## config.mk

```make
export PLATFORM = sky130hd
export DESIGN_NAME = hltm_merge
export DESIGN_NICKNAME = d
export VERILOG_FILES = /design/src/sv/hltm_pkg.sv /design/src/sv/hltm_merge.sv
export VERILOG_INCLUDE_DIRS = /design/src /design/src/sv
export SDC_FILE = /design/constraint.sdc
export NUM_CORES = 2
export LEC_CHECK = 0
export BUFFER_PORTS_ARGS = -buffer_cell sky130_fd_sc_hd__buf_2
export CORE_MARGIN = 2
export CORE_UTILIZATION = 60
export DETAILED_ROUTE_END_ITERATION = 8
export GPL_TIMING_DRIVEN = 0
export PLACE_DENSITY_LB_ADDON = 0.3
export SKIP_CTS_REPAIR_TIMING = 1
export SLEW_MARGIN = 20
export SYNTH_ARGS = -nofsm -noshare
export SYNTH_HDL_FRONTEND = slang
export SYNTH_SLANG_ARGS = --single-unit
export TNS_END_PERCENT = 100
```

## constraint.sdc

```tcl
create_clock -name clock -period 16.2 [get_ports clock]
set_input_delay 4.86 -clock clock [delete_from_list [all_inputs] [get_ports clock]]
set_output_delay 4.86 -clock clock [all_outputs]
set_load 0.03 [all_outputs]
```

## src/sv/hdr_local_tone_map_pixel_macros.svh

```systemverilog
// assertion macros shared by the tone map modules
`ifndef HDR_LOCAL_TONE_MAP_PIXEL_MACROS_SVH
`define HDR_LOCAL_TONE_MAP_PIXEL_MACROS_SVH
`ifndef SYNTHESIS
`define HLTM_ASSERT_IMP(lbl, clk, rst, ante, cons, msg) \
   lbl: assert property (@(posedge clk) disable iff (rst) (ante) |-> (cons)) else $error(msg);
`define HLTM_ASSERT(lbl, clk, rst, prop, msg) \
   lbl: assert property (@(posedge clk) disable iff (rst) (prop)) else $error(msg);
`else
`define HLTM_ASSERT_IMP(lbl, clk, rst, ante, cons, msg)
`define HLTM_ASSERT(lbl, clk, rst, prop, msg)
`endif
`endif

```

## src/sv/hltm_pkg.sv

```systemverilog
package hltm_pkg;

   // field widths
   localparam int LUM_BITS   = 24;
   localparam int MAX_SCALES = 8;
   localparam int SCALE_BITS = 3;
   localparam int BIAS_BITS  = 24;
   localparam int THR_BITS   = 16;
   localparam int RATIO_BITS = 16;
   localparam int INV_BITS   = 24;
   localparam int COUNT_BITS = 4;
   localparam int FRAC_BITS  = 16;
   localparam int ADDR_BITS  = 5;

   // register map, index = paddr[4:2]
   typedef enum logic [2:0] {
      REG_USE_LOCAL     = 3'd0,
      REG_THRESHOLD     = 3'd1,
      REG_INV_WHITE_SQ  = 3'd2,
      REG_SCALE_COUNT   = 3'd3,
      REG_BIAS_FIRST    = 3'd4,
      REG_BIAS_RATIO    = 3'd5
   } reg_index_type;

   typedef struct packed {
      logic                  use_local;
      logic [THR_BITS-1:0]   activity_threshold;
      logic [INV_BITS-1:0]   inv_white_squared;
      logic [COUNT_BITS-1:0] scale_count;
      logic [BIAS_BITS-1:0]  bias_first;
      logic [RATIO_BITS-1:0] bias_ratio;
   } cfg_type;

   localparam cfg_type CFG_RESET = '{
      use_local:          1'b0,
      activity_threshold: 16'd3277,
      inv_white_squared:  24'd65536,
      scale_count:        4'd8,
      bias_first:         24'd3019899,
      bias_ratio:         16'd25592
   };

   typedef struct packed {
      logic [LUM_BITS-1:0] luminance;
      logic [LUM_BITS-1:0] blur_0;
      logic [LUM_BITS-1:0] blur_1;
      logic [LUM_BITS-1:0] blur_2;
      logic [LUM_BITS-1:0] blur_3;
      logic [LUM_BITS-1:0] blur_4;
      logic [LUM_BITS-1:0] blur_5;
      logic [LUM_BITS-1:0] blur_6;
      logic [LUM_BITS-1:0] blur_7;
   } req_word_type;

   typedef struct packed {
      logic [LUM_BITS-1:0]   mapped;
      logic [SCALE_BITS-1:0] chosen_scale;
   } rsp_word_type;

endpackage

```

## src/sv/hltm_merge.sv

```systemverilog
`include "hdr_local_tone_map_pixel_macros.svh"

module hltm_merge #(
   parameter int LUM_BITS   = hltm_pkg::LUM_BITS,
   parameter int MAX_SCALES = hltm_pkg::MAX_SCALES
) (
   input  logic                                clock,
   input  logic                                reset,
   input  logic                                vld,
   input  logic                                use_local,
   input  logic [hltm_pkg::COUNT_BITS-1:0]     count,
   input  logic [MAX_SCALES-2:0]               hit,
   input  logic [LUM_BITS-1:0]                 lum,
   input  logic [LUM_BITS+7:0]                 t,
   input  logic [LUM_BITS-1:0]                 blur [MAX_SCALES],
   output logic                                vld_ff,
   output logic [2*LUM_BITS+8:0]               num_ff,
   output logic [LUM_BITS:0]                   den_ff,
   output logic [hltm_pkg::SCALE_BITS-1:0]     chosen_ff
);

   localparam int LANES = MAX_SCALES - 1;
   localparam int IW    = $clog2(MAX_SCALES);
   localparam int NW    = 2 * LUM_BITS + 9;
   localparam int DW    = LUM_BITS + 1;
   localparam int AW    = LUM_BITS + 9;

   logic [hltm_pkg::SCALE_BITS-1:0] pick;
   logic [LUM_BITS-1:0]             vsel;
   logic [AW-1:0]                   gain;
   logic [NW-1:0]                   num_in;
   logic [DW-1:0]                   den_in;
   logic [hltm_pkg::SCALE_BITS-1:0] chosen_in;

   // first lane that fired, else the last scale in use
   always_comb begin
      pick = hltm_pkg::SCALE_BITS'(count - hltm_pkg::COUNT_BITS'(1));
      for (int i = LANES - 1; i >= 0; i--) begin
         if (hit[i]) begin
            pick = hltm_pkg::SCALE_BITS'(i);
         end
      end
      vsel = blur[pick[IW-1:0]];
   end

   // numerator and divisor for the shared divider
   always_comb begin
      gain = AW'(t) + AW'(1 << hltm_pkg::FRAC_BITS);
      if (use_local) begin
         num_in    = NW'(lum) << hltm_pkg::FRAC_BITS;
         den_in    = DW'(1 << hltm_pkg::FRAC_BITS) + DW'(vsel);
         chosen_in = pick;
      end else begin
         num_in    = lum * gain;
         den_in    = DW'(1 << hltm_pkg::FRAC_BITS) + DW'(lum);
         chosen_in = '0;
      end
   end

   always_ff @(posedge clock) begin
      if (reset) begin
         vld_ff <= 1'b0;
      end else begin
         vld_ff <= vld;
      end
   end

   always_ff @(posedge clock) begin
      num_ff    <= num_in;
      den_ff    <= den_in;
      chosen_ff <= chosen_in;
   end

   `HLTM_ASSERT(a_den_nonzero, clock, reset, !(vld_ff && (den_ff < DW'(1 << hltm_pkg::FRAC_BITS))), "divisor below one")
   `HLTM_ASSERT_IMP(a_chosen_range, clock, reset, vld_ff, chosen_ff < hltm_pkg::SCALE_BITS'(MAX_SCALES - 1) || chosen_ff == hltm_pkg::SCALE_BITS'(MAX_SCALES - 1), "chosen scale out of range")

endmodule

```

### Yosys cells after proc, flatten, opt, wreduce, memory -nomap -nowiden

Cells that the tools add are included.

| storage, ports and cells | value |
|---|---|
| flip-flop bits (word level) | 86 |
| bits of input ports | 263 |
| logic and storage cells | 24 |

| cells by class | value |
|---|---|
| add/sub/neg operators | 4 |
| multipliers | 1 |
| magnitude comparators | 1 |
| multiplexer cells | 12 |
| bitwise gates (word level) | 1 |

Operators with widths:

| operator | count |
|---|---|
| binary-select mux 24 bit (select 3 bit) | 1 |
| multiplier 24 x 33 -> 57 bit | 1 |
| adder 17 x 24 -> 25 bit (first input constant) | 2 |
| two-way mux 24 bit | 2 |
| two-way mux 40 bit | 1 |
| adder 32 x 17 -> 33 bit (second input constant) | 1 |
| two-way mux 25 bit | 1 |
| two-way mux 3 bit | 7 |
| greater-or-equal comparator 4 bit (second input constant) | 1 |
| inverter 3 -> 4 bit | 1 |
| subtractor 3 x 1 -> 3 bit (second input constant) | 1 |

### Logic depth before layout (Yosys ltp)

| depth | value |
|---|---|
| depth after elaboration | 14 |
| mapped depth | 31 |
| depth with buffers taken out | 29 |

### Least setup slack after synthesis

OpenSTA, ideal clock, no wires.

| timing path | value |
|---|---|
| path kind | input port to flip-flop |
| from | in t[22] |
| to | reg num_ff[49] |
| library setup time | 121 ps |
| data arrival time | 12095 ps |
| required time | 16079 ps |
| setup slack | 3984 ps |
| stages | 28 |
| buffers on the path | 2 |
| path through | and3_1 -> and3_1 -> nand4_1 -> or2_2 -> xnor2_1 -> clkbuf_1 -> nand2_1 -> fa_1 -> fa_1 -> fa_1 -> fa_1 -> inv_1 -> fa_1 -> fa_1 -> inv_1 -> fa_1 -> inv_1 -> ha_1 -> clkbuf_1 -> o21ai_0 -> nor2_1 -> nor2_1 -> o21ai_0 -> or3b_2 -> a221o_1 -> a21oi_1 -> o21ai_0 -> mux2_2 |

| between the ends | value |
|---|---|
| cells in the longest elaborated chain, start to end | 2 |

Ends and longest elaborated chain:

| item | line | source |
|---|---|---|
| from (decl) | hltm_merge.sv:14 | `input logic [LUM_BITS+7:0] t,` |
| adder 32 x 17 -> 33 bit | hltm_merge.sv:48 | `gain = AW'(t) + AW'(1 << hltm_pkg::FRAC_BITS);` |
| multiplier 24 x 33 -> 57 bit | hltm_merge.sv:54 | `num_in = lum * gain;` |
| to (signal assigned) | hltm_merge.sv:69 | `num_ff <= num_in;` |
| to (decl) | hltm_merge.sv:17 | `output logic [2*LUM_BITS+8:0] num_ff,` |

No other way between the ends.
A chain may end at the register's enable or synchronous reset.

### Final worst setup path

| timing path | value |
|---|---|
| from | in t[16] |
| to | reg num_ff[51] |

Same word-level chain as after synthesis.

==> impl_metrics.ini <==
[route]
drt_wl_total_mm = 113
wl_per_cell_um = 25.3
vias = 26600
drcViolationCount = 0
ant_nets = 0
firstDrtPassIters = 6
via_per_inst = 5.97
first_iter_violations = 3012

[floorplan]
boundaryPins = 349
die_x_um = 227
dieArea_um2 = 51700
num_rows = 81
die_y_um = 227
core_um2 = 49100
start_util = 0.610

[yosys]
synth_ff_type = dfxtp_1
syn-num-nets = 4565
synth-xor-area-share = 0.0208
synth_top_cell_area_share = 0.455
synth-simple-area-share = 0.176
synth_enable_flop_cells = 0
yosysWarnings = 0
synth_seq_area_share = 0.0575
synth_cells = 3436
synth_top_family_by_area = adder cells
synth-compound-area-share = 0.0697
synth_most_common_cell = inv_1
synth_mux_area_frac = 0.0210
yosys.area.top_type = fa_1
syn_area_um2 = 29900
synth_area_per_cell_um2 = 8.71
synth.area.top_cells = fa_1, inv_1, ha_1, and2_1, nand2_1
synth.distinct_cells = 55
synth_common_cells = inv_1, fa_1, nand2_1, and2_1, clkbuf_1
synthArstFlopShare = 0
synthAdderAreaFrac = 0.533
ys_ff_latch = 86

[final_layout]
syn_to_final_growth_pct = 9.48
multi_input_area_um2 = 24600
fillers = 4223
drive_gt1_frac = 0.101
nNetsFinal = 4909
final-seq-area_um2 = 1720
final_core_util = 0.668

[timing]
max_freq_mhz = 68.4
report.final.hold_viol_count = 0
drv_slew = 0
layout_min_cycle_time_ps = 14620
setup_tns_ps = 0
whs_ps = 4650
worstMarginPinSlew_ps = 1260
period_share = 0.903
setup_viol = 0
maxSlewHeadroom = 0.158
grt_setup_unrepaired = false

[worst_setup_path]
critPathMaxStageDelay_ps = 800
critPathTopFamily = adder cells
crit_type = input pin to flop
critPathLaunchType = input pin
cp-startpoint = t[16]
cp_slowest_cell = clkbuf_1
cp.required_ps = 16450
end_kind = flop
crit_top_cell = fa_1
cp.arrival_ps = 14870
crit_fanout = 10
cp_num_buf_inv = 6

[global_route]
antenna_found_initial = 11
groute.usage.overall = 0.451
grt_pass1_vias = 27400
grt.overflow.total = 0
grt_pass1_wl_mm = 167
grt_max_degree = 16

[clock_network]
cts_made_buffers = 9
cts_tree = done
root_buffer = clkbuf_16
ctsLongestPathBuffers = 2
cts_sinks = 86
clk_pin_slew_ps = 70
htree_levels = 3

[place]
place_congestion = 1.12
io_buffers = 333
dp_hpwl_mm = 93.1

[worst_hold_path]
worstHoldStart = reset
hp-class = input pin to flop

[job]
maxCapViolations = 0

[status]
outcome = complete, no violations
-- routing by layer --
layer,up-vias,share of wire,track usage
met4,20,0.074,0.262
met2,2073,0.42,0.651
li1,10900,-,-
met3,499,0.16,0.202
met1,13000,0.34,0.558
met5,-,0.0029,0.0332
-- stage by stage --
step,worst slack (ps),instance area (µm²),instances
6_report,1580,32800,4454
3_5_place_dp,1600,32400,4433
5_1_grt,1380,32700,4451
2_1_floorplan,3980,29900,3436
3_3_place_gp,1630,32400,4433
4_1_cts,1960,32700,4449
-- logic make-up (layout without fill, tap and decap cells) --
family | Yosys count | count (layout)
DFF | 86 | 86
buffers and inverters | 968 | 1317
and+or+nand+nor | 1072 | 1072
AOI/OAI and AO/OA | 312 | 312
muxes | 61 | 61
other | 0 | 5
xor gates and xnor gates | 71 | 71
adders and majority gates | 866 | 866
-- state kept, by name, indices dropped and copies added (netlist names) --
register   cells
num_ff        57
den_ff        25
chosen_ff      3
vld_ff         1
-- layout make-up --
cell class | instances | share of cell area
Timing Repair Buffer | 333 | 0.0509
Tap cell | 664 | 0.0254
Clock inverter | 6 | 0.00206
Antenna cell | 5 | 0.000382
Buffer | 213 | 0.0249
Inverter | 755 | 0.0865
Sequential cell | 86 | 0.0526
Clock buffer | 10 | 0.00730
Multi-Input combinational cell | 2382 | 0.750
-- layout by cell type (no fill, tap or decap), drive strengths merged, types with 5 or more instances in the layout --
master / count
nand4: 11
nor2b: 19
nand3: 26
fa: 680
a211o: 7
a221o: 20
inv: 757
and3: 51
o22ai: 9
nor2: 62
a211oi: 60
buf: 343
ha: 186
nand2: 502
o21a: 6
diode: 5
clkbuf: 213
nand2b: 22
and2: 352
xnor2: 38
xor2: 33
o21ai: 61
a21oi: 77
dfxtp: 86
mux2i: 55
a21o: 26
a31oi: 12
mux2: 5
or3: 6
o21bai: 9
nor3: 8
-- path summary, 6_finish.rpt --
| path | cells after the start | endpoint |
|---|---|---|
| max | 29 | num_ff[51] |
| min | 2 | vld_ff |
Power is not shown: default switching activity piles up to over one toggle a cycle in this logic, so the estimate is an artifact.
