### config.mk
export PLATFORM = sky130hd
export DESIGN_NAME = hltm_lane
export DESIGN_NICKNAME = d
export VERILOG_FILES = /design/src/sv/hdr_local_tone_map_pixel_macros.svh /design/src/sv/hltm_pkg.sv /design/src/sv/hltm_lane.sv
export SDC_FILE = /design/constraint.sdc
export NUM_CORES = 1
export LEC_CHECK = 0
export BUFFER_PORTS_ARGS = -buffer_cell sky130_fd_sc_hd__buf_2
export CELL_PAD_IN_SITES_DETAIL_PLACEMENT = 0
export CELL_PAD_IN_SITES_GLOBAL_PLACEMENT = 1
export CORE_MARGIN = 2
export CORE_UTILIZATION = 54
export DETAILED_ROUTE_END_ITERATION = 8
export GPL_ROUTABILITY_DRIVEN = 0
export PLACE_DENSITY = 0.88
export RECOVER_POWER = 50
export SLEW_MARGIN = 25
export SYNTH_ARGS = -nofsm -noshare
export SYNTH_HDL_FRONTEND = slang
export SYNTH_SLANG_ARGS = --single-unit
export TNS_END_PERCENT = 20
### constraint.sdc
create_clock -name clock -period 18.5 [get_ports clock]
set_input_delay 0.925 -clock clock [delete_from_list [all_inputs] [get_ports clock]]
set_output_delay 0.925 -clock clock [all_outputs]
set_load 0.05 [all_outputs]
### src/sv/hdr_local_tone_map_pixel_macros.svh
// assertion macros shared by the tone map modules
`ifndef HDR_LOCAL_TONE_MAP_PIXEL_MACROS_SVH
`define HDR_LOCAL_TONE_MAP_PIXEL_MACROS_SVH
`ifndef SYNTHESIS
`define HLTM_ASSERT_IMP(lbl, clk, rst, ante, cons, msg) \
   lbl: assert property (@(posedge clk) disable iff (rst) (ante) |-> (cons)) else $error(msg);
`define HLTM_ASSERT(lbl, clk, rst, prop, msg) \
   lbl: assert property (@(posedge clk) disable iff (rst) (prop)) else $error(msg);
`else
`define HLTM_ASSERT_IMP(lbl, clk, rst, ante, cons, msg)
`define HLTM_ASSERT(lbl, clk, rst, prop, msg)
`endif
`endif

### src/sv/hltm_pkg.sv
package hltm_pkg;

   // field widths
   localparam int LUM_BITS   = 24;
   localparam int MAX_SCALES = 8;
   localparam int SCALE_BITS = 3;
   localparam int BIAS_BITS  = 24;
   localparam int THR_BITS   = 16;
   localparam int RATIO_BITS = 16;
   localparam int INV_BITS   = 24;
   localparam int COUNT_BITS = 4;
   localparam int FRAC_BITS  = 16;
   localparam int ADDR_BITS  = 5;

   // register map, index = paddr[4:2]
   typedef enum logic [2:0] {
      REG_USE_LOCAL     = 3'd0,
      REG_THRESHOLD     = 3'd1,
      REG_INV_WHITE_SQ  = 3'd2,
      REG_SCALE_COUNT   = 3'd3,
      REG_BIAS_FIRST    = 3'd4,
      REG_BIAS_RATIO    = 3'd5
   } reg_index_type;

   typedef struct packed {
      logic                  use_local;
      logic [THR_BITS-1:0]   activity_threshold;
      logic [INV_BITS-1:0]   inv_white_squared;
      logic [COUNT_BITS-1:0] scale_count;
      logic [BIAS_BITS-1:0]  bias_first;
      logic [RATIO_BITS-1:0] bias_ratio;
   } cfg_type;

   localparam cfg_type CFG_RESET = '{
      use_local:          1'b0,
      activity_threshold: 16'd3277,
      inv_white_squared:  24'd65536,
      scale_count:        4'd8,
      bias_first:         24'd3019899,
      bias_ratio:         16'd25592
   };

   typedef struct packed {
      logic [LUM_BITS-1:0] luminance;
      logic [LUM_BITS-1:0] blur_0;
      logic [LUM_BITS-1:0] blur_1;
      logic [LUM_BITS-1:0] blur_2;
      logic [LUM_BITS-1:0] blur_3;
      logic [LUM_BITS-1:0] blur_4;
      logic [LUM_BITS-1:0] blur_5;
      logic [LUM_BITS-1:0] blur_6;
      logic [LUM_BITS-1:0] blur_7;
   } req_word_type;

   typedef struct packed {
      logic [LUM_BITS-1:0]   mapped;
      logic [SCALE_BITS-1:0] chosen_scale;
   } rsp_word_type;

endpackage

### src/sv/hltm_lane.sv
module hltm_lane #(
   parameter int LUM_BITS = hltm_pkg::LUM_BITS,
   parameter int SUM_BITS = hltm_pkg::LUM_BITS + 1
) (
   input  logic                          clock,
   input  logic [LUM_BITS-1:0]           a,
   input  logic [LUM_BITS-1:0]           b,
   input  logic [hltm_pkg::BIAS_BITS-1:0] bias,
   input  logic [hltm_pkg::THR_BITS-1:0]  threshold,
   input  logic                          enable,
   output logic                          hit_ff
);

   localparam int PW = SUM_BITS + hltm_pkg::THR_BITS;

   logic [LUM_BITS-1:0] diff;
   logic [SUM_BITS-1:0] den;
   logic [PW-1:0]       lhs;
   logic [PW-1:0]       rhs;
   logic                hit_in;

   // centre-surround activity test by cross multiplication
   always_comb begin
      diff   = (a >= b) ? (a - b) : (b - a);
      den    = SUM_BITS'(bias) + SUM_BITS'(a);
      lhs    = PW'({diff, {hltm_pkg::FRAC_BITS{1'b0}}});
      rhs    = threshold * den;
      hit_in = enable && (lhs > rhs);
   end

   always_ff @(posedge clock) begin
      hit_ff <= hit_in;
   end

endmodule

# --- Word-level counts from Yosys, hierarchy flattened ---
# Index checks and enable logic that the tools add are counted.
totals:
  ff_bits: 1
  in_bits: 90
  out_inout_bits: 1
  word_cells: 9
classes:
  addsub: 3
  multipliers: 1
  magnitude_cmp: 2
  n_mux: 1
  n_reduce_logical: 1
op_table:
  columns: ["cell", "n"]
  rows:
  - ["24-bit subtractor", 2]
  - ["40-bit by 41-bit greater-than comparator with 1-bit output", 1]
  - ["16-bit by 25-bit multiplier with 41-bit output", 1]
  - ["24-bit by 24-bit adder with 25-bit output", 1]
  - ["24-bit greater-or-equal comparator", 1]
  - ["24-bit 2-to-1 mux", 1]
  - ["1-bit logical AND", 1]

# --- Logic depth before layout (Yosys ltp) ---
# Gate-level depths: netlist (run 1).
logic_depth:
  depth_word: 4
  mapped_depth: 48
  depth_no_buf: 46

# --- Least setup slack after synthesis (run 1) ---
# OpenSTA, ideal clock, no wires.
synth_path:
  path_type: "in2reg"
  from: "in a[5]"
  to: "reg hit_ff"
  setup_time_ns: 0.115
  t_arrival_ns: 10.208
  t_required_ns: 18.385
  setup_slack_ns: 8.176
  stages: 42
  n_path_buf: 1
  path_cell_list: "ha_1 and4_1 a211oi_1 o31a_1 a31oi_1 and4_1 or3_1 a21oi_1 o21ai_1 xor2_1 clkbuf_1 nand2_1 fa_1 fa_1 fa_1 inv_1 fa_1 fa_1 [6 not listed] o21bai_1 a211o_1 o22a_1 nand2_1 nand2b_1 a21oi_1 xnor2_1 ha_1 a21o_1 a21o_1 a21o_1 a21o_1 a21o_1 a21oi_1 nor2b_1 a2111oi_0 mux2i_1 and3_1"
synth_between:
  elab_chain_len: 4
  elab_cells_between_ends: 8
  cone_classes: "3 x add/sub; 1 x mul; 2 x order compare; 1 x mux; 1 x reduce/logical"
synth_lines:
  columns: ["element", "line_no", "source"]
  rows:
  - ["start: declaration", "hltm_lane.sv:6", "input logic [LUM_BITS-1:0] a,"]
  - ["24-bit by 24-bit adder with 25-bit output (tied with other cells)", "hltm_lane.sv:25", "den = SUM_BITS'(bias) + SUM_BITS'(a);"]
  - ["16-bit by 25-bit multiplier with 41-bit output / 24-bit 2-to-1 mux (equally long branches)", "hltm_lane.sv:27, hltm_lane.sv:24", null]
  - ["40-bit by 41-bit greater-than comparator with 1-bit output (*)", "hltm_lane.sv:28", "hit_in = enable && (lhs > rhs);"]
  - ["1-bit logical AND (*)", "hltm_lane.sv:28", null]
  - ["net hit_in", "hltm_lane.sv:20", "logic hit_in;"]
  - ["end signal: assignment", "hltm_lane.sv:32", "hit_ff <= hit_in;"]
  - ["end: declaration", "hltm_lane.sv:11", "output logic hit_ff"]
# Mark *: on every way through the listed nets, which the timed path passes. The rest lies on a longest branch.

# --- Final worst setup path (run 1) ---
layout_path:
  from: "in a[8]"
  to: "reg hit_ff"
# The elaborated chain is that of the path after synthesis.

==> flow_summary.yaml, run 1 <==
logic_synthesis:
  synth-seq-area-share: 0.00117
  synth-edff-count: 0
  ys_types: 74
  syn_area_mm2: 0.0172
  synth_cells: 2082
  yosysWarnings: 0
  synth_seq_cells: 1
  synth_fp_nets: 2703
  synthArstFlopShare: 0
  synth_area_per_cell_um2: 8.25
  synth_flop_cell: "dfxtp_1"
cells_and_area:
  layout.cells.non_filler: 2507
  regArea_um2: 20.0
  insertedDiodeCount: 0
  layout_common_cells: "inv_1, fa_1, nand2_1, ha_1, and2_1"
  layout_commonest_cell: "inv_1"
  largestRegisters: "hit_ff (1)"
  area_growth_pct: 4.78
  final_util: 0.572
  nets: 2728
  largest_register_ffs: 1
  layout-drive-gt1-share: 0.0722
  top_register: "hit_ff"
  nFillCells: 2932
  multi_input_area_mm2: 0.0153
global_routing:
  antenna_found_initial: 1
  grt_max_degree: 37
  grt_first_pass_wirelength_um: 74100
  grt_util_all_layers: 0.278
  overflow: 0
  grt_pass1_vias: 14900
worst_setup_path:
  worstSetupStartpoint: "a[8]"
  required_ns: 18.38
  crit_slowest_cell: "fa_1"
  cp.arrival_ns: 11.57
  critical-path-top-delay-family: "adder cells"
  start_kind: "input pin"
  crit_type: "input pin to register"
  path_max_fanout: 16
  crit_buf_inv: 5
  slowest_delay_ns: 0.55
  end_kind: "register"
routing:
  drc_errors: 0
  first_pass_iters: 5
  wirelength_um: 44800
  vias: 14100
  avgRoutedWirePerCell_um: 17.9
  initialDrtViolationCount: 873
  routed_via_density: 5.63
  ant_nets: 0
flow_run:
  maxCapViolCount: 0
die:
  die_height_um: 182
  die_area_mm2: 0.0332
  die_x_um: 182
  rows: 65
  core_mm2: 0.0315
  io_pins: 91
  start_util: 0.546
placed_design:
  dp_cells: 2507
  post-place-ws_ns: 6.97
  numPortBuffers: 90
  dp.final_hpwl_um: 36100
worst_hold_path:
  hp-class: "input pin to register"
  hp-start: "enable"
timing:
  timing.fmax_mhz: 85.5
  grt_setup_unrepaired: "no"
  max_slew.worst_pin.slew_ns: 0.982
  finalSetupViolations: 0
  maxSlewHeadroom: 0.344
  report.final.slew_viol_count: 0
  hold_violations: 0
  fin_ws_ns: 6.81
  fin_crit_sh: 0.632
  min_period_ns: 11.69
  setup_tns_ns: 0
outcome:
  status: "finished clean"
clock_network:
  cts_resized: 0
  clkTransAtPathRegs_ns: 0
  cts_setup_buffers: 0
  cts_hold_buf: 0
-- path summary, 6_finish.rpt --
path	cells past startpoint	to	slack [ns]
max	43	hit_ff	6.81
min	4	hit_ff	1.41
-- metal layers --
metal / global-route usage / wire length [µm] / vias to the layer above
met1: 0.355 / 18800 / 7078
met4: 0.0629 / 1030 / 2
met5: 0 / 12 / -
met3: 0.0206 / 2240 / 73
li1: - / - / 6567
met2: 0.514 / 22800 / 389
-- cells by family (layout without fill, tap and decap cells) --
family / count (synthesis) / count (layout) / share of synthesized area
simple gates: 643 / 643 / 0.188
fa+ha+maj: 531 / 531 / 0.528
buf+inv: 513 / 536 / 0.114
compound gates: 294 / 294 / 0.115
xor+xnor: 68 / 68 / 0.0347
mux: 32 / 32 / 0.0197
flops: 1 / 1 / 0.00117
-- metrics by stage --
step / hold slack (ns) / cell area [µm²]
2_1_floorplan: 1.23 / 17200
3_3_place_gp: 1.42 / 18000
3_5_place_dp: 1.40 / 18000
4_1_cts: 1.40 / 18000
5_1_grt: 1.43 / 18000
6_report: 1.41 / 18000
-- Yosys cell counts (7+ instances only) --
library cell	number	share of area
o21bai_1	12	0.0052
fa_1	323	0.38
nand3b_1	16	0.0070
nor2b_1	23	0.0084
nand2b_1	30	0.011
and2_1	154	0.056
buf_2	10	0.0029
a21oi_1	84	0.024
clkbuf_1	75	0.016
mux2_2	14	0.0092
and4_1	9	0.0046
mux2i_1	18	0.010
and3_1	7	0.0025
xor2_1	26	0.013
nor2_1	60	0.013
xnor2_1	42	0.021
nand2_1	264	0.058
ha_1	208	0.15
inv_1	424	0.093
nor3_1	15	0.0044
nand3_1	21	0.0061
a31oi_1	10	0.0036
a21o_1	59	0.026
o21a_1	9	0.0039
nand4_1	16	0.0058
o21ai_0	48	0.014
-- layout make-up --
cell class                      count  area share
Inverter                          424      0.0884
Sequential cell                     1     0.00111
Multi-Input combinational cell   1568       0.848
Tap cell                          402      0.0280
Timing Repair Buffer              112      0.0341
Power of run 1 is not shown: default switching activity piles up to over one toggle a cycle in this logic, so the estimate is an artifact.
==> inputs of run 2 (changes only) <==
CORE_UTILIZATION = 45   (was 54)
PLACE_DENSITY = 0.78   (was 0.88)
clock period = 10.05 ns   (was 18.5 ns; I/O delays follow)
==> flow_summary.yaml, run 2 (same netlist as run 1, synthesis figures left out) <==
outcome:
  status: "finished clean"
placed_design:
  numPortBuffers: 90
  dp_cells: 2769
  dp.final_hpwl_um: 39700
  place_area_mm2: 0.0193
routing:
  drc_errors: 0
  routed.top_layer: "met4"
  routed_via_density: 5.25
  avgRoutedWirePerCell_um: 16.9
  initialDrtViolationCount: 827
  first_pass_iters: 5
  vias: 14800
  wirelength_um: 47500
  ant_nets: 0
  met3WireLength_um: 1670
  routedLengthMet1_um: 19800
  wl_met2_um: 25000
global_routing:
  grt_max_degree: 35
  antenna_found_initial: 1
  grt_pass1_vias: 15600
  grt_first_pass_wirelength_um: 77700
  overflow: 0
  grt_util_all_layers: 0.246
timing:
  min_period_ns: 9.93
  finalSetupViolations: 0
  maxSlewHeadroom: 0.333
  timing.fmax_mhz: 101
  fin_crit_sh: 0.988
  max_slew.worst_pin.slew_ns: 0.996
  timing.hold.ws_ns: 0.934
  grt_setup_unrepaired: "yes"
  hold_violations: 0
  report.final.slew_viol_count: 0
worst_setup_path:
  required_ns: 9.99
  slowest_delay_ns: 0.62
  cp.arrival_ns: 9.87
  worstSetupStartpoint: "a[1]"
  path_max_fanout: 4
  end_kind: "register"
  cp-endpoint: "hit_ff"
  crit_type: "input pin to register"
  cpMostUsedCell: "buf_4"
  start_kind: "input pin"
  crit_slowest_cell: "fa_1"
die:
  start_util: 0.456
  die_area_mm2: 0.0397
  rows: 71
  core_mm2: 0.0377
  io_pins: 91
  die_height_um: 199
  die_x_um: 199
cells_and_area:
  largestRegisters: "hit_ff (1)"
  multi_input_area_mm2: 0.0158
  largest_register_ffs: 1
  regArea_um2: 20.0
  layout_common_cells: "inv_1, fa_1, nand2_1, buf_4, ha_1"
  nFillCells: 3618
  nets: 2923
  layout-drive-gt1-share: 0.187
  layout.cells.non_filler: 2812
  fin_area_mm2: 0.0203
  top_register: "hit_ff"
  layout_commonest_cell: "inv_1"
  area_growth_pct: 18.2
flow_run:
  maxCapViolCount: 0
clock_network:
  clkTransAtPathRegs_ns: 0
worst_hold_path:
  hp-class: "input pin to register"
  hold_depth: 4
run 2: routing by layer:
metal | up-vias | global-route usage
li1 | 6958 | -
met5 | - | 0
met4 | 0 | 0.0535
met2 | 293 | 0.462
met1 | 7449 | 0.312
met3 | 61 | 0.0105
run 2: worst min path at each step:
stage                 from  endpoint  slack (ns)
floorplan           enable    hit_ff        0.81
detailed placement  enable    hit_ff        0.95
global placement    enable    hit_ff        0.96
finish              enable    hit_ff        0.93
global route        enable    hit_ff        1.01
CTS                 enable    hit_ff        0.95
run 2: repair_timing:
action	CTS	global route
buffers inserted	31	13
setup endpoints to repair	1	1
hold buffers	0	0
cloned	0	0
gates resized for setup	86	50
pin swaps	85	73
run 2: layout make-up:
cell class	instances	area share
multi-input cells	1568	0.780
repair buffers	307	0.109
inverters	424	0.0784
well taps	511	0.0315
flip-flops and latches	1	0.000986
diodes	1	0.000123
run 2: stage by stage:
stage	util	setup TNS (ns)	setup WS, ns
floorplan	-	0	0.149
detailed placement	0.512	-0.637	-0.637
CTS	0.530	-0.0563	-0.0563
global placement	0.512	-0.563	-0.563
global route	0.539	-0.212	-0.212
finish	0.539	0	0.120
run 2: critical path, delay by kind of cell:
| kind | cells | cell delay [ns] |
|---|---|---|
| fa+ha+maj | 8 | 3.55 |
| buf+inv | 24 | 2.74 |
| simple gates | 9 | 1.47 |
| compound gates | 8 | 1.26 |
| mux | 1 | 0.19 |
| xor+xnor | 1 | 0.15 |
Power of run 2 is left out for the same reason.
