File: src/sv/hdr_local_tone_map_pixel_macros.svh
// assertion macros shared by the tone map modules
`ifndef HDR_LOCAL_TONE_MAP_PIXEL_MACROS_SVH
`define HDR_LOCAL_TONE_MAP_PIXEL_MACROS_SVH
`ifndef SYNTHESIS
`define HLTM_ASSERT_IMP(lbl, clk, rst, ante, cons, msg) \
   lbl: assert property (@(posedge clk) disable iff (rst) (ante) |-> (cons)) else $error(msg);
`define HLTM_ASSERT(lbl, clk, rst, prop, msg) \
   lbl: assert property (@(posedge clk) disable iff (rst) (prop)) else $error(msg);
`else
`define HLTM_ASSERT_IMP(lbl, clk, rst, ante, cons, msg)
`define HLTM_ASSERT(lbl, clk, rst, prop, msg)
`endif
`endif

File: src/sv/hltm_pkg.sv
package hltm_pkg;

   // field widths
   localparam int LUM_BITS   = 24;
   localparam int MAX_SCALES = 8;
   localparam int SCALE_BITS = 3;
   localparam int BIAS_BITS  = 24;
   localparam int THR_BITS   = 16;
   localparam int RATIO_BITS = 16;
   localparam int INV_BITS   = 24;
   localparam int COUNT_BITS = 4;
   localparam int FRAC_BITS  = 16;
   localparam int ADDR_BITS  = 5;

   // register map, index = paddr[4:2]
   typedef enum logic [2:0] {
      REG_USE_LOCAL     = 3'd0,
      REG_THRESHOLD     = 3'd1,
      REG_INV_WHITE_SQ  = 3'd2,
      REG_SCALE_COUNT   = 3'd3,
      REG_BIAS_FIRST    = 3'd4,
      REG_BIAS_RATIO    = 3'd5
   } reg_index_type;

   typedef struct packed {
      logic                  use_local;
      logic [THR_BITS-1:0]   activity_threshold;
      logic [INV_BITS-1:0]   inv_white_squared;
      logic [COUNT_BITS-1:0] scale_count;
      logic [BIAS_BITS-1:0]  bias_first;
      logic [RATIO_BITS-1:0] bias_ratio;
   } cfg_type;

   localparam cfg_type CFG_RESET = '{
      use_local:          1'b0,
      activity_threshold: 16'd3277,
      inv_white_squared:  24'd65536,
      scale_count:        4'd8,
      bias_first:         24'd3019899,
      bias_ratio:         16'd25592
   };

   typedef struct packed {
      logic [LUM_BITS-1:0] luminance;
      logic [LUM_BITS-1:0] blur_0;
      logic [LUM_BITS-1:0] blur_1;
      logic [LUM_BITS-1:0] blur_2;
      logic [LUM_BITS-1:0] blur_3;
      logic [LUM_BITS-1:0] blur_4;
      logic [LUM_BITS-1:0] blur_5;
      logic [LUM_BITS-1:0] blur_6;
      logic [LUM_BITS-1:0] blur_7;
   } req_word_type;

   typedef struct packed {
      logic [LUM_BITS-1:0]   mapped;
      logic [SCALE_BITS-1:0] chosen_scale;
   } rsp_word_type;

endpackage

File: src/sv/hltm_div.sv
`include "hdr_local_tone_map_pixel_macros.svh"

module hltm_div #(
   parameter int NW = 57,
   parameter int DW = 25,
   parameter int QW = 24
) (
   input  logic                            clock,
   input  logic                            reset,
   input  logic                            vld,
   input  logic [NW-1:0]                   num,
   input  logic [DW-1:0]                   den,
   input  logic [hltm_pkg::SCALE_BITS-1:0] chosen,
   output logic                            out_vld,
   output logic [QW-1:0]                   quotient,
   output logic [hltm_pkg::SCALE_BITS-1:0] out_chosen
);

   logic                            vld_ff [QW+1];
   logic                            sat_ff [QW+1];
   logic [DW-1:0]                   r_ff   [QW+1];
   logic [QW-1:0]                   low_ff [QW+1];
   logic [QW-1:0]                   q_ff   [QW+1];
   logic [DW-1:0]                   d_ff   [QW+1];
   logic [hltm_pkg::SCALE_BITS-1:0] ch_ff  [QW+1];
   logic                            sat_in;

   // quotient overflows the field when the high part reaches the divisor
   assign sat_in = (num[NW-1:QW] >= (NW-QW)'(den));

   always_ff @(posedge clock) begin
      if (reset) begin
         vld_ff[0] <= 1'b0;
      end else begin
         vld_ff[0] <= vld;
      end
   end

   always_ff @(posedge clock) begin
      sat_ff[0] <= sat_in;
      r_ff[0]   <= num[QW+DW-1:QW];
      low_ff[0] <= num[QW-1:0];
      q_ff[0]   <= '0;
      d_ff[0]   <= den;
      ch_ff[0]  <= chosen;
   end

   // one restoring step, one quotient bit per stage
   for (genvar k = 1; k <= QW; k++) begin : g_step
      logic [DW:0]   rem_sh;
      logic [DW:0]   rem_sub;
      logic          ge;
      logic [DW-1:0] r_in;

      always_comb begin
         rem_sh  = {r_ff[k-1], low_ff[k-1][QW-1]};
         rem_sub = rem_sh - {1'b0, d_ff[k-1]};
         ge      = (rem_sh >= {1'b0, d_ff[k-1]});
         r_in    = ge ? rem_sub[DW-1:0] : rem_sh[DW-1:0];
      end

      always_ff @(posedge clock) begin
         if (reset) begin
            vld_ff[k] <= 1'b0;
         end else begin
            vld_ff[k] <= vld_ff[k-1];
         end
      end

      always_ff @(posedge clock) begin
         r_ff[k]   <= r_in;
         low_ff[k] <= {low_ff[k-1][QW-2:0], 1'b0};
         q_ff[k]   <= {q_ff[k-1][QW-2:0], ge};
         d_ff[k]   <= d_ff[k-1];
         sat_ff[k] <= sat_ff[k-1];
         ch_ff[k]  <= ch_ff[k-1];
      end
   end

   // saturate on overflow
   assign out_vld    = vld_ff[QW];
   assign quotient   = sat_ff[QW] ? {QW{1'b1}} : q_ff[QW];
   assign out_chosen = ch_ff[QW];

   `HLTM_ASSERT_IMP(a_rem_first, clock, reset, vld_ff[0] && !sat_ff[0], r_ff[0] < d_ff[0], "remainder not below divisor at entry")
   `HLTM_ASSERT_IMP(a_rem_last, clock, reset, vld_ff[QW] && !sat_ff[QW], r_ff[QW] < d_ff[QW], "remainder not below divisor at exit")

endmodule

File: config.mk
export PLATFORM = sky130hd
export DESIGN_NAME = hltm_div
export DESIGN_NICKNAME = d
export VERILOG_FILES = /design/src/sv/hltm_pkg.sv /design/src/sv/hltm_div.sv
export VERILOG_INCLUDE_DIRS = /design/src /design/src/sv
export SDC_FILE = /design/constraint.sdc
export NUM_CORES = 2
export LEC_CHECK = 0
export BUFFER_PORTS_ARGS = -buffer_cell sky130_fd_sc_hd__buf_2
export CORE_ASPECT_RATIO = 1.2
export CORE_MARGIN = 4
export CORE_UTILIZATION = 45
export CTS_CLUSTER_SIZE = 12
export DETAILED_ROUTE_END_ITERATION = 6
export RECOVER_POWER = 100
export SLEW_MARGIN = 20
export SYNTH_ARGS = -nofsm -noshare
export SYNTH_HDL_FRONTEND = slang
export SYNTH_SLANG_ARGS = --single-unit
export TNS_END_PERCENT = 20
File: constraint.sdc
create_clock -name clock -period 3.4 [get_ports clock]
set_input_delay 0.34 -clock clock [delete_from_list [all_inputs] [get_ports clock]]
set_output_delay 0.34 -clock clock [all_outputs]
set_load 0.01 [all_outputs]
## Word level (Yosys, flattened, before mapping)

Memories as Yosys holds them, arrays and structs flattened.
Cells that the tools add are included.

- Register bits: 0
- Output and inout bits: 28
- Memories: 7
- Bits in latches: 0
- Memory bits (read-only): 0
- Memory bits (writable): 2,575
- Word-level logic and storage cells: 134

Memory list:

| name | words | bits a word | read ports | clocked after Yosys merged registers in | write ports | line | text |
|---|---|---|---|---|---|---|---|
| d_ff | 25 | 25 | 24 | 0 | 25 | hltm_div.sv:24 | `logic [DW-1:0] d_ff [QW+1];` |
| r_ff | 25 | 25 | 24 | 0 | 25 | hltm_div.sv:21 | `logic [DW-1:0] r_ff [QW+1];` |
| low_ff | 25 | 24 | 24 | 0 | 25 | hltm_div.sv:22 | `logic [QW-1:0] low_ff [QW+1];` |
| q_ff | 25 | 24 | 25 | 0 | 25 | hltm_div.sv:23 | `logic [QW-1:0] q_ff [QW+1];` |
| ch_ff | 25 | 3 | 25 | 0 | 25 | hltm_div.sv:25 | `logic [hltm_pkg::SCALE_BITS-1:0] ch_ff [QW+1];` |
| sat_ff | 25 | 1 | 25 | 0 | 25 | hltm_div.sv:20 | `logic sat_ff [QW+1];` |
| +1 memories | - | - | - | - | - | - |  |

- Muxes and demuxes: 53
- Shift-type cells: 0
- Order comparisons: 25
- Bitwise operators: 25
- Add/sub/neg operators: 24
- Eq/ne operators: 0
- $mul: 0
- Divide/modulo/power cells: 0
- Reduce and logical (&&, ||, !) cells: 0

Operators with widths:

| operator | number |
|---|---|
| $ge A26 B25 Y1 | 24 |
| $mux W25 | 24 |
| $sub A25 B25 Y25 | 24 |
| $ge A33 B25 Y1 | 1 |
| $mux W1 | 28 |
| $or A1 B1 Y1 | 25 |
| $mux W24 | 1 |

## Longest topological paths before layout

- Word-level depth: 3
- Gate-level depth with buffers: 15

## Least setup slack after synthesis

OpenSTA, ideal clock, no wires.

- Path type: register to register
- Start point: mem low_ff[15][23] (netlist: low_ff[1][191])
- End point: mem r_ff[16][16] (netlist: r_ff[2][16])
- Stages on the path, launching flop included: 15
- Arrival: 3,437 ps
- Library setup time: 121 ps
- Data required time: 3,279 ps
- Clock period less this slack: 3,558 ps
- Slack: -158 ps
- Cell sequence: dfxtp_1 > inv_1 > ha_1 > inv_1 > fa_1 > a211oi_1 > o21ai_1 > a2111o_1 > a41oi_2 > o21ai_0 > a211oi_1 > o31ai_1 > a211oi_2 > buf_2 > mux2_2

RTL lines:

| element | line |
|---|---|
| start, declared | hltm_div.sv:22 |
| end, declared | hltm_div.sv:21 |

==> results <==
- The number of endpoints failing setup at the final stage is 107.
- The final standard cell utilization of the core is 52.6%.
- The reported leakage power is between 40 and 50 nW.
- The maximum clock skew at final layout is 43.7 ps.
- After synthesis, the netlist uses 84 different library cells.
- The library cell occupying the most area in the post-synthesis netlist is sky130_fd_sc_hd__dfxtp_1.
- The average wire length per cell after detail routing is 16.8 um.
- By area the synthesized netlist is led by sky130_fd_sc_hd__dfxtp_1 51%, sky130_fd_sc_hd__ha_1 10%, sky130_fd_sc_hd__mux2_2 4.4%.
- Timing would allow up to 0.282 GHz.
- Summed over all layers, the routed wires come to ~170 mm.
- Setup repair after global routing could not meet its margin everywhere.
- The sort of element at the start of the critical path is a flop.
- The transition time at the pin with the least slew margin is 938 ps.
- Max-cap violations in this run came to 0.
- Synthesis produced 7394 cells.
- The clock drives just under 2000 sinks.
- The design draws 95.4 mW.
- TritonCTS built the clock tree.
- The final cycle utilization of the critical path is 104%.
- The die covers 176000 sq um.
- Once placement completed, the tool counted placed cells totaling 9831.
- Among all cell types in the netlist, the one instantiated most often is sky130_fd_sc_hd__dfxtp_1.
- From left edge to right edge, the die measures 383 um.
- Clock latency on the worst-skew pair, taken at its later pin, is 840 ps.
- The arrival time at the worst endpoint is 4250 ps.
- After the flow finishes, the layout carries non-filler instances totaling 10300.
- The async set-reset flop share out of synthesis is 0%.
- The final weighted congestion of routability-driven global placement is 0.898.
- The via count of the first global-routing pass is 51700.
- met2 is the most crowded layer.
- Global routing consumed, over all layers together, 18.9% of the routing resources.
- On the critical path the largest part of the delay comes from compound AO/OA/AOI/OAI gates.
- Entering global routing, the biggest net connects 50 pins.
- The final reports fail on setup timing.
- The most common cell type on the critical path is sky130_fd_sc_hd__inv_2.
- The met3 usage in global routing is 2.88%.
- The fraction of layout cells with a size suffix above 1 is 12.6%.
- For this run, the number of Yosys warnings is 0.
- The count of input and output buffers is 115.
- In this run the biggest area consumer among cell types represents about half of the synthesized area.
- The count of final hold-check violations is 0.
- For this run the aggregate overflow at the end of global routing stands at 0.
- The total area inside the core boundary comes to 168000 sq um.
- VDD sags by at most just over 500 uV.
- After detailed routing, the number of vias per cell comes to roughly 5.
- The CTS H-tree depth is 4.
- The critical path goes through inv_2, ha_4, inv_2, fa_2, a21o_1, a221o_1, a2111oi_4, o41ai_4, a31o_4, a21oi_4, nand4_1, a311o_2, clkbuf_16, mux2_4.
- The minimum setup slack in the final design is -148 ps.
- The layout overhead on the synthesized area is 16.3%.
- No sink is reached through more buffers than the 3 on the longest clock path.
- The number of placed I/O pins is between 100 and 150.
- The tightest min-delay check is of the input port to flop type.
- The power per cell area is 1080 nW/um^2.
- The wire length of the first global-routing pass is 270 mm.
- The initial antenna violation count was 4.
- Yosys mapped a number of flops with a built-in enable equal to 0.
- The total number of nets in the final design is 8631.
- The clock tree root driver cell is sky130_fd_sc_hd__clkbuf_16.
- The average footprint of a synthesized cell is 10.3 sq um.
- The clock period minus worst slack is 3550 ps.
- The number of flip-flops and latches in the synthesized netlist is approximately 1900.
- The detail route stage leaves a number of antenna-violating nets equal to 0.
- The detailed router placed 52200 vias in this run.
- Counting instances in the post-synthesis netlist gives the leading cell types as 1925 x sky130_fd_sc_hd__dfxtp_1, 792 x sky130_fd_sc_hd__inv_1, 625 x sky130_fd_sc_hd__ha_1.
- The starting DRC count in detailed routing is 2640.
- Counting the buffers created by CTS gives 195.
- The clock-pin slew on the worst setup and hold paths is about 60 ps.
- The critical path buffer and inverter count is 3.
- The y dimension of the die is 459 um.
- The worst-path maximum fanout is 7.
- The cell area that synthesis handed to floorplanning was 76100 sq um.
- The final max-slew violation count is 0.
- For this run, global-route usage on met1 was measured as 23.0%.
- Global routing consumed, on the met2 layer, 33.7% of the routing resources.
- The total nets after synthesis is 8130.
- The count of TritonRoute iterations in the first routing pass is 5.
- The class of the most critical setup path is flop to flop.
- The delay of the slowest cell on the worst path is roughly 490 ps.
- Among all stages on the critical path, the largest delay is contributed by sky130_fd_sc_hd__a311o_2.
- The sequential area share after synthesis is between 50 and 60%.
- Summed over all nets, the half-perimeter wirelength after detailed placement is 131 mm.
- STA classifies the critical path endpoint as a flop.
- The site row count is 165.
- The tightest slew margin relative to the limit is between 30% and 40%.
- The initial utilization of the core area, before any placement, comes to 45.2%.
- In the routed design, unresolved DRC markers number 0.
- The flow ran to the end, but the final reports show violations.
- The required time of the worst setup path is 4110 ps.
- The most used flip-flop cell after synthesis is sky130_fd_sc_hd__dfxtp_1.
-- final timing paths --
kind	slack, ps	endpoint	startpoint	depth (start not counted)
min	130	low_ff[0][19]	num[19]	2
max reg2reg	-150	r_ff[1][46]	low_ff[1][23]	14
max	-150	r_ff[1][46]	low_ff[1][23]	14
min reg2reg	310	q_ff[13][6]	q_ff[12][5]	0
-- worst reg2reg max path: cells and delay by family, from the launching register on --
kind                     cells  cell delay (ps)
AND/OR/NAND/NOR              1               90
multiplexers                 1              290
flip-flops                   1              310
AO/OA/AOI/OAI                7             1950
buffers and inverters        3              320
adder cells (fa/ha/maj)      2              460
-- stage by stage --
stage | TNS (ps) | setup slack [ps] | area (sq um) | hold slack [ps]
after floorplan | -1230 | -37.0 | 76100 | 310
after global placement | -11090 | -210 | 80800 | 310
after detailed placement | -24940 | -238 | 80800 | 312
after CTS | -5320 | -143 | 88000 | 43.7
after global routing | -59410 | -268 | 88500 | 75.8
final | -7210 | -148 | 88500 | 135
-- flip-flops by register name, summed over array words and instances (netlist names) --
signal,flops
d_ff,600
r_ff,600
low_ff,300
q_ff,300
ch_ff,75
sat_ff,25
vld_ff,25
-- kinds of logic after synthesis --
group | count (synthesis) | share of synthesized area, %
flip-flops | 1925 | 50.6
AO/OA/AOI/OAI | 1670 | 14.1
AND/OR/NAND/NOR | 1413 | 8.97
buffers and inverters | 907 | 4.57
adder cells (fa/ha/maj) | 648 | 10.9
XOR/XNOR | 469 | 5.40
multiplexers | 362 | 5.48
-- area by class of cell --
type                       count  area [sq um]
sequential                  1925         38500
clock buffer                 262          5460
tap                         2254          2820
timing repair buffer         419          3260
multi-input combinational   4562         34600
inverter                     792          2970
antenna                        1          2.50
fill                       14900         79700
clock inverter                46           836
-- metal layers --
metal | wire length [um] | share of wire [%]
met4 | 6210 | 3.6
met5 | 0 | 0
met1 | 75200 | 44
met2 | 84300 | 49
met3 | 6440 | 3.7
-- where the power goes --
group	internal [mW]	switching (mW)
Sequential	28.8	3.53
Clock	12.1	8.72
Combinational	20.6	21.7
Total	61.5	33.9
-- layout by cell type, fill, tap and decap left out, types with 38 or more instances in the layout --
| cell | n |
|---|---|
| sky130_fd_sc_hd__o21ai_0 | 327 |
| sky130_fd_sc_hd__nand2_1 | 367 |
| sky130_fd_sc_hd__clkbuf_16 | 203 |
| sky130_fd_sc_hd__clkbuf_1 | 121 |
| sky130_fd_sc_hd__dfxtp_1 | 1921 |
| sky130_fd_sc_hd__a31oi_1 | 50 |
| sky130_fd_sc_hd__nand3_1 | 91 |
| sky130_fd_sc_hd__or2_2 | 45 |
| sky130_fd_sc_hd__o21a_1 | 73 |
| sky130_fd_sc_hd__nand4_1 | 91 |
| sky130_fd_sc_hd__xnor2_1 | 304 |
| sky130_fd_sc_hd__o21bai_1 | 66 |
| sky130_fd_sc_hd__buf_4 | 158 |
| sky130_fd_sc_hd__nor2b_1 | 76 |
| sky130_fd_sc_hd__nor3_1 | 78 |
| sky130_fd_sc_hd__buf_2 | 38 |
| sky130_fd_sc_hd__nand2b_1 | 49 |
| sky130_fd_sc_hd__or3_1 | 39 |
| sky130_fd_sc_hd__ha_1 | 621 |
| sky130_fd_sc_hd__xor2_1 | 165 |
| sky130_fd_sc_hd__a21oi_1 | 518 |
| sky130_fd_sc_hd__mux2_2 | 256 |
| sky130_fd_sc_hd__nor2_1 | 402 |
| sky130_fd_sc_hd__a211oi_1 | 52 |
| sky130_fd_sc_hd__and3_1 | 56 |
| sky130_fd_sc_hd__a21o_1 | 254 |
| sky130_fd_sc_hd__mux2_4 | 78 |
| sky130_fd_sc_hd__dlygate4sd3_1 | 84 |
| sky130_fd_sc_hd__inv_1 | 785 |
-- repair_timing --
item	in CTS	in global routing
setup endpoints to repair	291	443
gates cloned	0	10
hold endpoints to repair	103	0
resized for setup	31	132
pin swaps	9	46
hold buffers	84	0
buffers inserted	4	23
No activity file was read; power rests on OpenSTA's default activity.
